**src/design/trd_pkg.sv**
```systemverilog
package trd_pkg;

   // result kinds (travel on rsp_tuser)
   localparam logic [1:0] KIND_HEADER = 2'd0;
   localparam logic [1:0] KIND_PIXEL  = 2'd1;
   localparam logic [1:0] KIND_ERROR  = 2'd2;

   // error codes
   localparam logic [2:0] ERR_NONE      = 3'd0;
   localparam logic [2:0] ERR_BAD_TYPE  = 3'd1;
   localparam logic [2:0] ERR_BAD_SIZE  = 3'd2;
   localparam logic [2:0] ERR_OVERFLOW  = 3'd3;
   localparam logic [2:0] ERR_TRUNCATED = 3'd4;

   // file type codes found in header byte 2
   localparam logic [7:0] TYPE_RAW_CODE = 8'd2;
   localparam logic [7:0] TYPE_RLE_CODE = 8'd10;

   // type match flags: bit0 raw still possible, bit1 rle still possible
   localparam logic [1:0] MATCH_BOTH = 2'b11;
   localparam logic [1:0] MATCH_RAW  = 2'b01;
   localparam logic [1:0] MATCH_RLE  = 2'b10;
   localparam logic [1:0] MATCH_NONE = 2'b00;

   // header byte positions
   localparam logic [4:0] POS_TYPE       = 5'd2;
   localparam logic [4:0] POS_LAST_FIXED = 5'd11;
   localparam logic [4:0] POS_WIDTH_LO   = 5'd12;
   localparam logic [4:0] POS_WIDTH_HI   = 5'd13;
   localparam logic [4:0] POS_HEIGHT_LO  = 5'd14;
   localparam logic [4:0] POS_HEIGHT_HI  = 5'd15;
   localparam logic [4:0] POS_DEPTH      = 5'd16;

   localparam logic [7:0] DEPTH_24 = 8'd24;
   localparam logic [7:0] DEPTH_32 = 8'd32;

   // packet header: below this value starts a raw packet
   localparam logic [7:0] RLE_FLAG_VALUE = 8'd128;
   localparam logic [7:0] RLE_BIAS       = 8'd127;

   localparam int RSP_DATA_WIDTH = 80;

   typedef struct packed {
      logic [2:0]  error_code;
      logic        is_compressed;
      logic        has_alpha;
      logic [15:0] image_height;
      logic [15:0] image_width;
      logic [7:0]  repeat_count;
      logic [7:0]  alpha;
      logic [7:0]  blue;
      logic [7:0]  green;
      logic [7:0]  red;
   } rsp_fields_type;

endpackage

```
**src/design/tga_rle_image_decoder.sv**
```systemverilog
// channel | dir | tdata                  | tuser | tlast
// req     | in  | data_byte [7:0]        | -     | end_of_stream
// rsp     | out | packed result fields   | kind  | image_done
//
// one file byte is taken in every cycle; the state update and the result
// are worked out in the same cycle and land in the result register, so a
// result shows in the cycle after its byte is accepted. at most one result per
// byte. req_tready drops only while the result register holds a word that
// rsp_tready has not taken. reset (synchronous, active high) returns the
// parser to the start of a file; so does an accepted byte with tlast set.
module tga_rle_image_decoder (
   input  logic        clock,
   input  logic        reset,

   input  logic        req_tvalid,
   output logic        req_tready,
   input  logic [7:0]  req_tdata,   // [7:0] data_byte
   input  logic        req_tlast,   // end_of_stream

   output logic        rsp_tvalid,
   input  logic        rsp_tready,
   output logic [trd_pkg::RSP_DATA_WIDTH-1:0] rsp_tdata,
   // [7:0] red, [15:8] green, [23:16] blue, [31:24] alpha, [39:32] repeat_count,
   // [55:40] image_width, [71:56] image_height, [72] has_alpha,
   // [73] is_compressed, [76:74] error_code, [79:77] zero
   output logic [1:0]  rsp_tuser,   // [1:0] kind
   output logic        rsp_tlast    // image_done
);

   typedef enum logic [2:0] {
      PH_HEADER,
      PH_INFO,
      PH_PACKET,
      PH_PIXEL,
      PH_DONE,
      PH_ERROR
   } phase_type;

   // parser state
   phase_type   phase_ff, phase_in;
   logic [4:0]  pos_ff, pos_in;
   logic [1:0]  match_ff, match_in;
   logic [15:0] width_ff, width_in;
   logic [15:0] height_ff, height_in;
   logic        four_ff, four_in;
   logic [31:0] pixels_left_ff, pixels_left_in;
   logic        packet_raw_ff, packet_raw_in;
   logic [7:0]  packet_left_ff, packet_left_in;
   logic [1:0]  color_pos_ff, color_pos_in;
   logic [7:0]  colors_ff [4];
   logic [7:0]  colors_in [4];

   // result register
   logic                    rsp_valid_ff;
   trd_pkg::rsp_fields_type rsp_data_ff;
   logic [1:0]              rsp_kind_ff;
   logic                    rsp_done_ff;

   // result of the current byte
   logic                    res_valid;
   trd_pkg::rsp_fields_type res_data;
   logic [1:0]              res_kind;
   logic                    res_done;

   logic        accept;
   logic        compressed;
   logic        errored;
   logic [1:0]  match_v;
   logic [7:0]  cnt;
   logic [7:0]  rep;
   logic [31:0] pixels_after;
   logic [1:0]  last_pos;

   assign req_tready = !rsp_valid_ff || rsp_tready;
   assign accept     = req_tvalid && req_tready;
   assign compressed = (match_ff == trd_pkg::MATCH_RLE);

   always_comb begin
      phase_in       = phase_ff;
      pos_in         = pos_ff;
      match_in       = match_ff;
      width_in       = width_ff;
      height_in      = height_ff;
      four_in        = four_ff;
      pixels_left_in = pixels_left_ff;
      packet_raw_in  = packet_raw_ff;
      packet_left_in = packet_left_ff;
      color_pos_in   = color_pos_ff;
      colors_in      = colors_ff;
      res_valid      = 1'b0;
      res_data       = '0;
      res_kind       = trd_pkg::KIND_HEADER;
      res_done       = 1'b0;
      errored        = 1'b0;
      match_v        = match_ff;
      cnt            = '0;
      rep            = '0;
      pixels_after   = pixels_left_ff;
      last_pos       = four_ff ? 2'd3 : 2'd2;

      unique case (phase_ff)
         PH_HEADER: begin
            // fixed 12-byte header: byte 2 picks the type, the rest are zero
            if (pos_ff == trd_pkg::POS_TYPE) begin
               if (req_tdata != trd_pkg::TYPE_RAW_CODE) match_v = match_v & trd_pkg::MATCH_RLE;
               if (req_tdata != trd_pkg::TYPE_RLE_CODE) match_v = match_v & trd_pkg::MATCH_RAW;
            end else if (req_tdata != 8'd0) begin
               match_v = trd_pkg::MATCH_NONE;
            end
            match_in = match_v;
            pos_in   = pos_ff + 5'd1;
            if (pos_ff >= trd_pkg::POS_LAST_FIXED) begin
               if (match_v != trd_pkg::MATCH_RAW && match_v != trd_pkg::MATCH_RLE) begin
                  res_valid           = 1'b1;
                  res_kind            = trd_pkg::KIND_ERROR;
                  res_data.error_code = trd_pkg::ERR_BAD_TYPE;
                  errored             = 1'b1;
                  phase_in            = PH_ERROR;
               end else begin
                  phase_in = PH_INFO;
               end
            end
         end
         PH_INFO: begin
            pos_in = pos_ff + 5'd1;
            case (pos_ff)
               trd_pkg::POS_WIDTH_LO:  width_in[7:0]   = req_tdata;
               trd_pkg::POS_WIDTH_HI:  width_in[15:8]  = req_tdata;
               trd_pkg::POS_HEIGHT_LO: height_in[7:0]  = req_tdata;
               trd_pkg::POS_HEIGHT_HI: height_in[15:8] = req_tdata;
               trd_pkg::POS_DEPTH: begin
                  four_in = (req_tdata == trd_pkg::DEPTH_32);
                  if (width_ff == 16'd0 || height_ff == 16'd0 ||
                      (req_tdata != trd_pkg::DEPTH_24 && req_tdata != trd_pkg::DEPTH_32)) begin
                     res_valid           = 1'b1;
                     res_kind            = trd_pkg::KIND_ERROR;
                     res_data.error_code = trd_pkg::ERR_BAD_SIZE;
                     errored             = 1'b1;
                     phase_in            = PH_ERROR;
                  end
               end
               default: begin
                  // descriptor byte: header is complete
                  pixels_left_in         = {16'd0, width_ff} * {16'd0, height_ff};
                  res_valid              = 1'b1;
                  res_kind               = trd_pkg::KIND_HEADER;
                  res_data.image_width   = width_ff;
                  res_data.image_height  = height_ff;
                  res_data.has_alpha     = four_ff;
                  res_data.is_compressed = compressed;
                  color_pos_in           = 2'd0;
                  if (compressed) begin
                     phase_in = PH_PACKET;
                  end else begin
                     packet_raw_in = 1'b1;
                     phase_in      = PH_PIXEL;
                  end
               end
            endcase
         end
         PH_PACKET: begin
            if (req_tdata < trd_pkg::RLE_FLAG_VALUE) begin
               cnt           = req_tdata + 8'd1;
               packet_raw_in = 1'b1;
            end else begin
               cnt           = req_tdata - trd_pkg::RLE_BIAS;
               packet_raw_in = 1'b0;
            end
            // overflow caught on the packet header, before any pixel goes out
            if ({24'd0, cnt} > pixels_left_ff) begin
               res_valid           = 1'b1;
               res_kind            = trd_pkg::KIND_ERROR;
               res_data.error_code = trd_pkg::ERR_OVERFLOW;
               errored             = 1'b1;
               phase_in            = PH_ERROR;
            end else begin
               packet_left_in = cnt;
               color_pos_in   = 2'd0;
               phase_in       = PH_PIXEL;
            end
         end
         PH_PIXEL: begin
            colors_in[color_pos_ff] = req_tdata;
            if (color_pos_ff < last_pos) begin
               color_pos_in = color_pos_ff + 2'd1;
            end else begin
               rep          = (compressed && !packet_raw_ff) ? packet_left_ff : 8'd1;
               color_pos_in = 2'd0;
               if ({24'd0, rep} > pixels_left_ff) rep = pixels_left_ff[7:0];
               pixels_after   = pixels_left_ff - {24'd0, rep};
               pixels_left_in = pixels_after;
               res_valid              = 1'b1;
               res_kind               = trd_pkg::KIND_PIXEL;
               res_data.image_width   = width_ff;
               res_data.image_height  = height_ff;
               res_data.has_alpha     = four_ff;
               res_data.is_compressed = compressed;
               // stored order is blue, green, red, alpha
               res_data.red           = colors_in[2];
               res_data.green         = colors_in[1];
               res_data.blue          = colors_in[0];
               res_data.alpha         = four_ff ? colors_in[3] : 8'd0;
               res_data.repeat_count  = rep;
               res_done               = (pixels_after == 32'd0);
               if (compressed) begin
                  if (packet_raw_ff && packet_left_ff != 8'd0) begin
                     packet_left_in = packet_left_ff - 8'd1;
                  end else begin
                     packet_left_in = 8'd0;
                  end
               end
               if (pixels_after == 32'd0) begin
                  phase_in = PH_DONE;
               end else if (compressed && packet_left_in == 8'd0) begin
                  phase_in = PH_PACKET;
               end
            end
         end
         PH_DONE, PH_ERROR: begin
            // trailing bytes are dropped
         end
         default: begin
         end
      endcase

      if (req_tlast) begin
         // last byte of the file: flag a short file, then start over
         if (!errored && phase_in != PH_DONE && phase_in != PH_ERROR) begin
            res_valid           = 1'b1;
            res_kind            = trd_pkg::KIND_ERROR;
            res_data            = '0;
            res_data.error_code = trd_pkg::ERR_TRUNCATED;
            res_done            = 1'b0;
         end
         phase_in       = PH_HEADER;
         pos_in         = 5'd0;
         match_in       = trd_pkg::MATCH_BOTH;
         width_in       = 16'd0;
         height_in      = 16'd0;
         four_in        = 1'b0;
         pixels_left_in = 32'd0;
         packet_raw_in  = 1'b0;
         packet_left_in = 8'd0;
         color_pos_in   = 2'd0;
         for (int i = 0; i < 4; i++) colors_in[i] = 8'd0;
      end
   end

   always_ff @(posedge clock) begin
      if (reset) begin
         phase_ff       <= PH_HEADER;
         pos_ff         <= 5'd0;
         match_ff       <= trd_pkg::MATCH_BOTH;
         width_ff       <= 16'd0;
         height_ff      <= 16'd0;
         four_ff        <= 1'b0;
         pixels_left_ff <= 32'd0;
         packet_raw_ff  <= 1'b0;
         packet_left_ff <= 8'd0;
         color_pos_ff   <= 2'd0;
         for (int i = 0; i < 4; i++) colors_ff[i] <= 8'd0;
         rsp_valid_ff   <= 1'b0;
      end else begin
         if (accept) begin
            phase_ff       <= phase_in;
            pos_ff         <= pos_in;
            match_ff       <= match_in;
            width_ff       <= width_in;
            height_ff      <= height_in;
            four_ff        <= four_in;
            pixels_left_ff <= pixels_left_in;
            packet_raw_ff  <= packet_raw_in;
            packet_left_ff <= packet_left_in;
            color_pos_ff   <= color_pos_in;
            colors_ff      <= colors_in;
         end
         if (accept && res_valid) begin
            rsp_valid_ff <= 1'b1;
         end else if (rsp_tready) begin
            rsp_valid_ff <= 1'b0;
         end
      end
      // payload, no reset needed
      if (accept && res_valid) begin
         rsp_data_ff <= res_data;
         rsp_kind_ff <= res_kind;
         rsp_done_ff <= res_done;
      end
   end

   assign rsp_tvalid = rsp_valid_ff;
   assign rsp_tdata  = {3'd0, rsp_data_ff};
   assign rsp_tuser  = rsp_kind_ff;
   assign rsp_tlast  = rsp_done_ff;

endmodule

```
**config.mk**
```make
export PLATFORM = sky130hd
export DESIGN_NAME = tga_rle_image_decoder
export DESIGN_NICKNAME = d
export VERILOG_FILES = /design/src/design/trd_pkg.sv /design/src/design/tga_rle_image_decoder.sv
export SDC_FILE = /design/constraint.sdc
export NUM_CORES = 1
export LEC_CHECK = 0
export ABC_AREA = 1
export BUFFER_PORTS_ARGS = -buffer_cell sky130_fd_sc_hd__buf_4
export CORE_MARGIN = 10
export CORE_UTILIZATION = 52
export DETAILED_ROUTE_END_ITERATION = 8
export PLACE_DENSITY = 0.7
export SLEW_MARGIN = 20
export SYNTH_ARGS = -nofsm -noshare
export SYNTH_HDL_FRONTEND = slang
export SYNTH_SLANG_ARGS = --single-unit
```
**constraint.sdc**
```tcl
create_clock -name clock -period 16.4 [get_ports clock]
set_input_delay 2.46 -clock clock [delete_from_list [all_inputs] [get_ports clock]]
set_output_delay 2.46 -clock clock [all_outputs]
set_load 0.01 [all_outputs]
```
# Yosys cells after proc, flatten, opt, wreduce, memory -nomap -nowiden
# Index checks and enable logic that the tools add are counted.
# Widths: inputs -> output; s select.
classes:
  n_mul: 1
  bitwise: 1
  mux: 104
  n_eq_ne: 23
  magnitude_cmp: 7
  addsub: 6
  shifts: 0
  div: 0
  reduce_logical: 52
ops:
  columns: ["op", "count"]
  rows:
  - ["$mux 32", 5]
  - ["$mux 77", 2]
  - ["$mux 8", 19]
  - ["$mux 74", 1]
  - ["$pmux 34 s2", 1]
  - ["$gt 8x32->1", 2]
  - ["$mux 16", 4]
  - ["$pmux 32 s2", 1]
  - ["$mux 40", 1]
  - ["$mux 2", 19]
  - ["$mux 34", 1]
  - ["$bwmux 32", 1]
  - ["$logic_not 16->1", 2]
  - ["$logic_not 32->1", 1]
  - ["$mul 16x16->32", 1]
  - ["$sub 32x8->32", 1]
  - ["$mux 1", 27]
  - ["$mux 3", 9]
  - ["$eq 5x4->1 const B", 4]
  - ["$reduce_bool 2->1", 10]
  - ["$ne 3x3->1 const B", 6]
  - ["$demux 8 s2", 1]
  - ["$pmux 8 s2", 1]
  - ["$reduce_and 4->1", 4]
  - ["other kinds (45)", 70]
word_totals:
  latchBits: 0
  elab_cells: 223
  ram_bits: 0
  out_inout_bits: 85
  regBits: 199
  memories: 0
  romBits: 0

# Longest topological paths before layout
logic_depth:
  depth_word: 19
  depth_mapped: 39
  depth_no_buf: 37

# Worst setup path after synthesis
# No wires, ideal clock.
synth_path:
  kind: "input port to flip-flop"
  startpoint: "input port req_tdata[1]"
  endpoint: "register rsp_data_ff, in the netlist rsp_tdata[0], enable pin"
  stages: 17
  setup_slack_ns: 10.086
  required_ns: 15.966
  arrival_ns: 5.880
  cell_sequence: "inv_1 > nor3_1 > inv_1 > nor3_1 > xor2_1 > inv_1 > ha_1 > nand4_1 > o221ai_1 > nand2_1 > nor2_1 > inv_1 > nand2_1 > nor2_1 > nand3b_1 > o211ai_1 > inv_1"
synth_between:
  elab_chain_cells: 16
  word_cells_on_any_way: 43
  cone_classes: "add/sub: 2; order compare: 2; eq/ne: 8; mux: 23; reduce/logical: 8"
synth_rtl:
  columns: ["item", "line", "source"]
  rows:
  - ["from (decl)", "tga_rle_image_decoder.sv:17", "input logic [7:0] req_tdata,"]
  - ["parallel branches: the longest is 14 deep, another holds $gt 8x32->1", null, null]
  - ["$mux 1 *", "tga_rle_image_decoder.sv:226", "if (req_tlast) begin"]
  - ["$logic_and 1x1->1 *", "tga_rle_image_decoder.sv:284", "if (accept && res_valid) begin"]
  - ["to (signal assigned)", "tga_rle_image_decoder.sv:285", "rsp_data_ff <= res_data;"]
  - ["to (decl)", "tga_rle_image_decoder.sv:55", "trd_pkg::rsp_fields_type rsp_data_ff;"]
# Every way passes the cells marked *. The select of a mux whose other input is x is not followed.
# A chain may end at the register's enable or synchronous reset.

# Worst setup path in the final report
layout_path:
  startpoint: "register width_ff[7]"
  endpoint: "register pixels_left_ff[27]"
layout_between:
  elab_chain_cells: 4
layout_rtl:
  columns: ["item", "line", "source"]
  rows:
  - ["from (decl)", "tga_rle_image_decoder.sv:43", "logic [15:0] width_ff, width_in;"]
  - ["from (signal assigned)", "tga_rle_image_decoder.sv:268", "width_ff <= width_in;"]
  - ["$mul 16x16->32", "tga_rle_image_decoder.sv:144", "pixels_left_in = {16'd0, width_ff} * {16'd0, height_ff};"]
  - ["$mux 32", "tga_rle_image_decoder.sv:126", "case (pos_ff)"]
  - ["$pmux 32 s2", "tga_rle_image_decoder.sv:101", "unique case (phase_ff)"]
  - ["$mux 32", "tga_rle_image_decoder.sv:226", null]
  - ["to (signal assigned)", "tga_rle_image_decoder.sv:271", "pixels_left_ff <= pixels_left_in;"]
  - ["to (decl)", "tga_rle_image_decoder.sv:46", "logic [31:0] pixels_left_ff, pixels_left_in;"]
# Every way passes these cells. The select of a mux whose other input is x is not followed.

==> run metrics <==
vias=around 17k; Final HPWL DP=41.6 mm; # diodes=0; worst path required time=16750 ps; max layer used=met4; count of buffers from port buffering=between 90 and 100; CP Max Fanout=19; initial antenna violation count=0; Crit. End Element=flip-flop; yosys warns=0; Post-Synthesis Cells=2660; TritonCTS clock tree=built; most frequent cells after synthesis=654 x nand2_1, 518 x inv_1, 195 x fa_1, 180 x nor2_1, 170 x a21oi_1; hold buffers post-CTS=0; crit-path max cell delay=910 ps; die area=46800 µm²; Initial DRC Count=between 1k and 1.5k; largest net degree at the start of global routing=between 50 and 60; synthesis-to-finish area growth=7.24%; Final Skew=approximately 15 ps; number of post-CTS setup repair buffers=0; CTS Buf Count=17; most common cell in the netlist=nand2_1; drt total wl=~54 mm; CTS max path bufs=2; Design Area, Final=about 21000 µm²; Routed Antenna Nets=0; kind of critical path=flip-flop to flip-flop; setup TNS=0 ps; Main synth FF type=dfxtp_1; die height=between 200 and 250 µm; Seq/Total Area, Yosys=approximately a quarter; H-tree depth=4; M1 wire length=roughly 23 mm; EDFF count, synth=80; Clk pin slew, worst setup/hold paths=~80 ps; GR Util All Layers=between 20% and 30%; RSZ-0062 raised after global routing=no; Mapped Avg Cell Area=7.53 µm²; CP Cell Sequence=nand2_1 > fa_1 > inv_1 > fa_1 > inv_1 > fa_1 > inv_1 > fa_1 > inv_1 > fa_1 > inv_1 > fa_1 > ha_1 > a21oi_1 > o21a_1 > a21boi_0 > o21bai_1 > nand2_1 > o21ai_1 > or2_2 > nand3_1 > nand2_1 > nand2_1 > a21oi_1; worst skew pair latency=between 400 and 500 ps; GP Congestion=about 0.94; # DRC=0; status=completed; Peak VDD IR=about 0.075 mV; leakage power=just over 0.01 µW; PwrDens=around 66 nW/µm²; Period minus WS final=6750 ps; routed len/inst=16.9 µm; max_cap viols=0; Crit path top cell by count=fa_1; Synth Register Bits=slightly below 200; first-pass GRT wire length=between 80 and 90 mm; Fmax=~150 MHz; Core Rows=71; startpoint types=flip-flop; Crit path arrival time=approximately 7100 ps; Sink Count=just under 200; met3 routed WL=between 4 and 5 mm; clock root buffer=clkbuf_16; final-report max-slew violation count=0; Initial Util=53.0%; Synth top area share=approximately a fifth; Worst Tran Pin Value=between 1000 and 1500 ps; ys async rst share=0%; slew margin rel.=a little over a quarter; Fin. Hold Viols=0; Synth area leader=fa_1; I/O Pins=between 90 and 100; Mapped Area=about 20000 µm²; Core Area=between 30000 and 40000 µm²; GRT Residual Overflow=0; post-synthesis cell type count=53; DR vias/cell=roughly 5.3; Synth area leaders=fa_1 19%, nand2_1 12%, edfxtp_1 12%; worst hold path class=flip-flop to flip-flop; Finish-stage setup viols=0; vias in the first global route=17.1k; drt first pass iters=6; Post-DP Area=roughly 21000 µm²; post-CTS sizing=0; share of layout cells above drive strength 1=under 10%; slowest CP cell=dfxtp_1; die width=~220 µm; WL met2=25.0 mm; Final Cycle Share=41.1%; Final #Nets=3008
-- registers in the layout, summed over array words and instances, names as in the netlist --
name / count
phase_ff: 3
rsp_tdata: 77
height_ff: 16
packet_left_ff: 8
width_ff: 16
color_pos_ff: 2
rsp_tuser: 2
rsp_tlast: 1
colors_ff: 32
match_ff: 2
packet_raw_ff: 1
four_ff: 1
pixels_left_ff: 32
pos_ff: 5
rsp_tvalid: 1
-- layout by cell type, fill, tap and decap left out, types with 18 or more instances in the layout --
master | synthesis | final
nand2_1 | 654 | 654
fa_1 | 195 | 195
inv_2 | 20 | 20
inv_1 | 518 | 517
nor3_1 | 24 | 23
nor2_1 | 180 | 179
a21oi_1 | 170 | 170
nand4_1 | 21 | 21
ha_1 | 143 | 143
dfxtp_1 | 119 | 119
o21ai_0 | 116 | 116
xor2_1 | 21 | 21
buf_4 | 3 | 104
clkbuf_16 | 0 | 18
nand3_1 | 87 | 87
edfxtp_1 | 80 | 80
nor2_4 | 42 | 42
-- report_power, final --
part / switching (µW) / leakage, µW / total (µW) / internal (µW)
clock: 215 / 0.000289 / 430 / 215
combinational: 290 / 0.00812 / 423 / 132
sequential: 34.4 / 0.00176 / 569 / 535
-- cells by family after synthesis --
logic type,after synthesis,synth area share [%]
simple gates,1069,23.7
buf+inv,667,13.0
compound gates,354,9.60
fa+ha+maj,338,28.4
flops,199,23.9
xor+xnor,32,1.44
other cells,1,0.0187
-- final cells by class --
class / instances / area (µm²)
inverters: 539 / 2020
clock buffers: 19 / 464
clock inverters: 12 / 125
flip-flops and latches: 199 / 4780
multi-input cells: 1796 / 12700
repair buffers: 104 / 781
fillers: 3559 / 16400
well taps: 511 / 639
-- worst paths after layout --
path	from	endpoint	slack, ps	cells after the start
max	width_ff[7]	pixels_left_ff[27]	9650	24
min	colors_ff[9]	colors_ff[9]	470	2
max reg2reg	width_ff[7]	pixels_left_ff[27]	9650	24
min reg2reg	colors_ff[9]	colors_ff[9]	470	2
-- through the flow --
| stage | instances | utilization [%] | setup slack, ps | total power (µW) | hold WS (ps) |
|---|---|---|---|---|---|
| 2_1_floorplan | 2662 | - | 10090 | 875 | 445 |
| 3_3_place_gp | 3149 | 55.2 | 9910 | 992 | 451 |
| 3_5_place_dp | 3149 | 55.2 | 9730 | 997 | 455 |
| 4_1_cts | 3180 | 56.8 | 9690 | 1430 | 467 |
| 5_1_grt | 3180 | 56.8 | 9280 | 1500 | 489 |
| 6_report | 3180 | 56.8 | 9650 | 1420 | 467 |
-- routing by layer --
metal	vias up	GRT usage, %
met2	664	37.9
met1	8041	31.0
met3	92	4.83
met4	0	8.18
li1	8176	-
met5	-	0
-- worst max-delay path, delay by kind of cell, from the launching register on --
family	cells	cell delay, ps
adders and majority gates	7	3600
AOI/OAI and AO/OA	6	1070
DFF	1	910
and+or+nand+nor	6	720
buffers and inverters	5	320
Power figures use the tool's default switching activity.
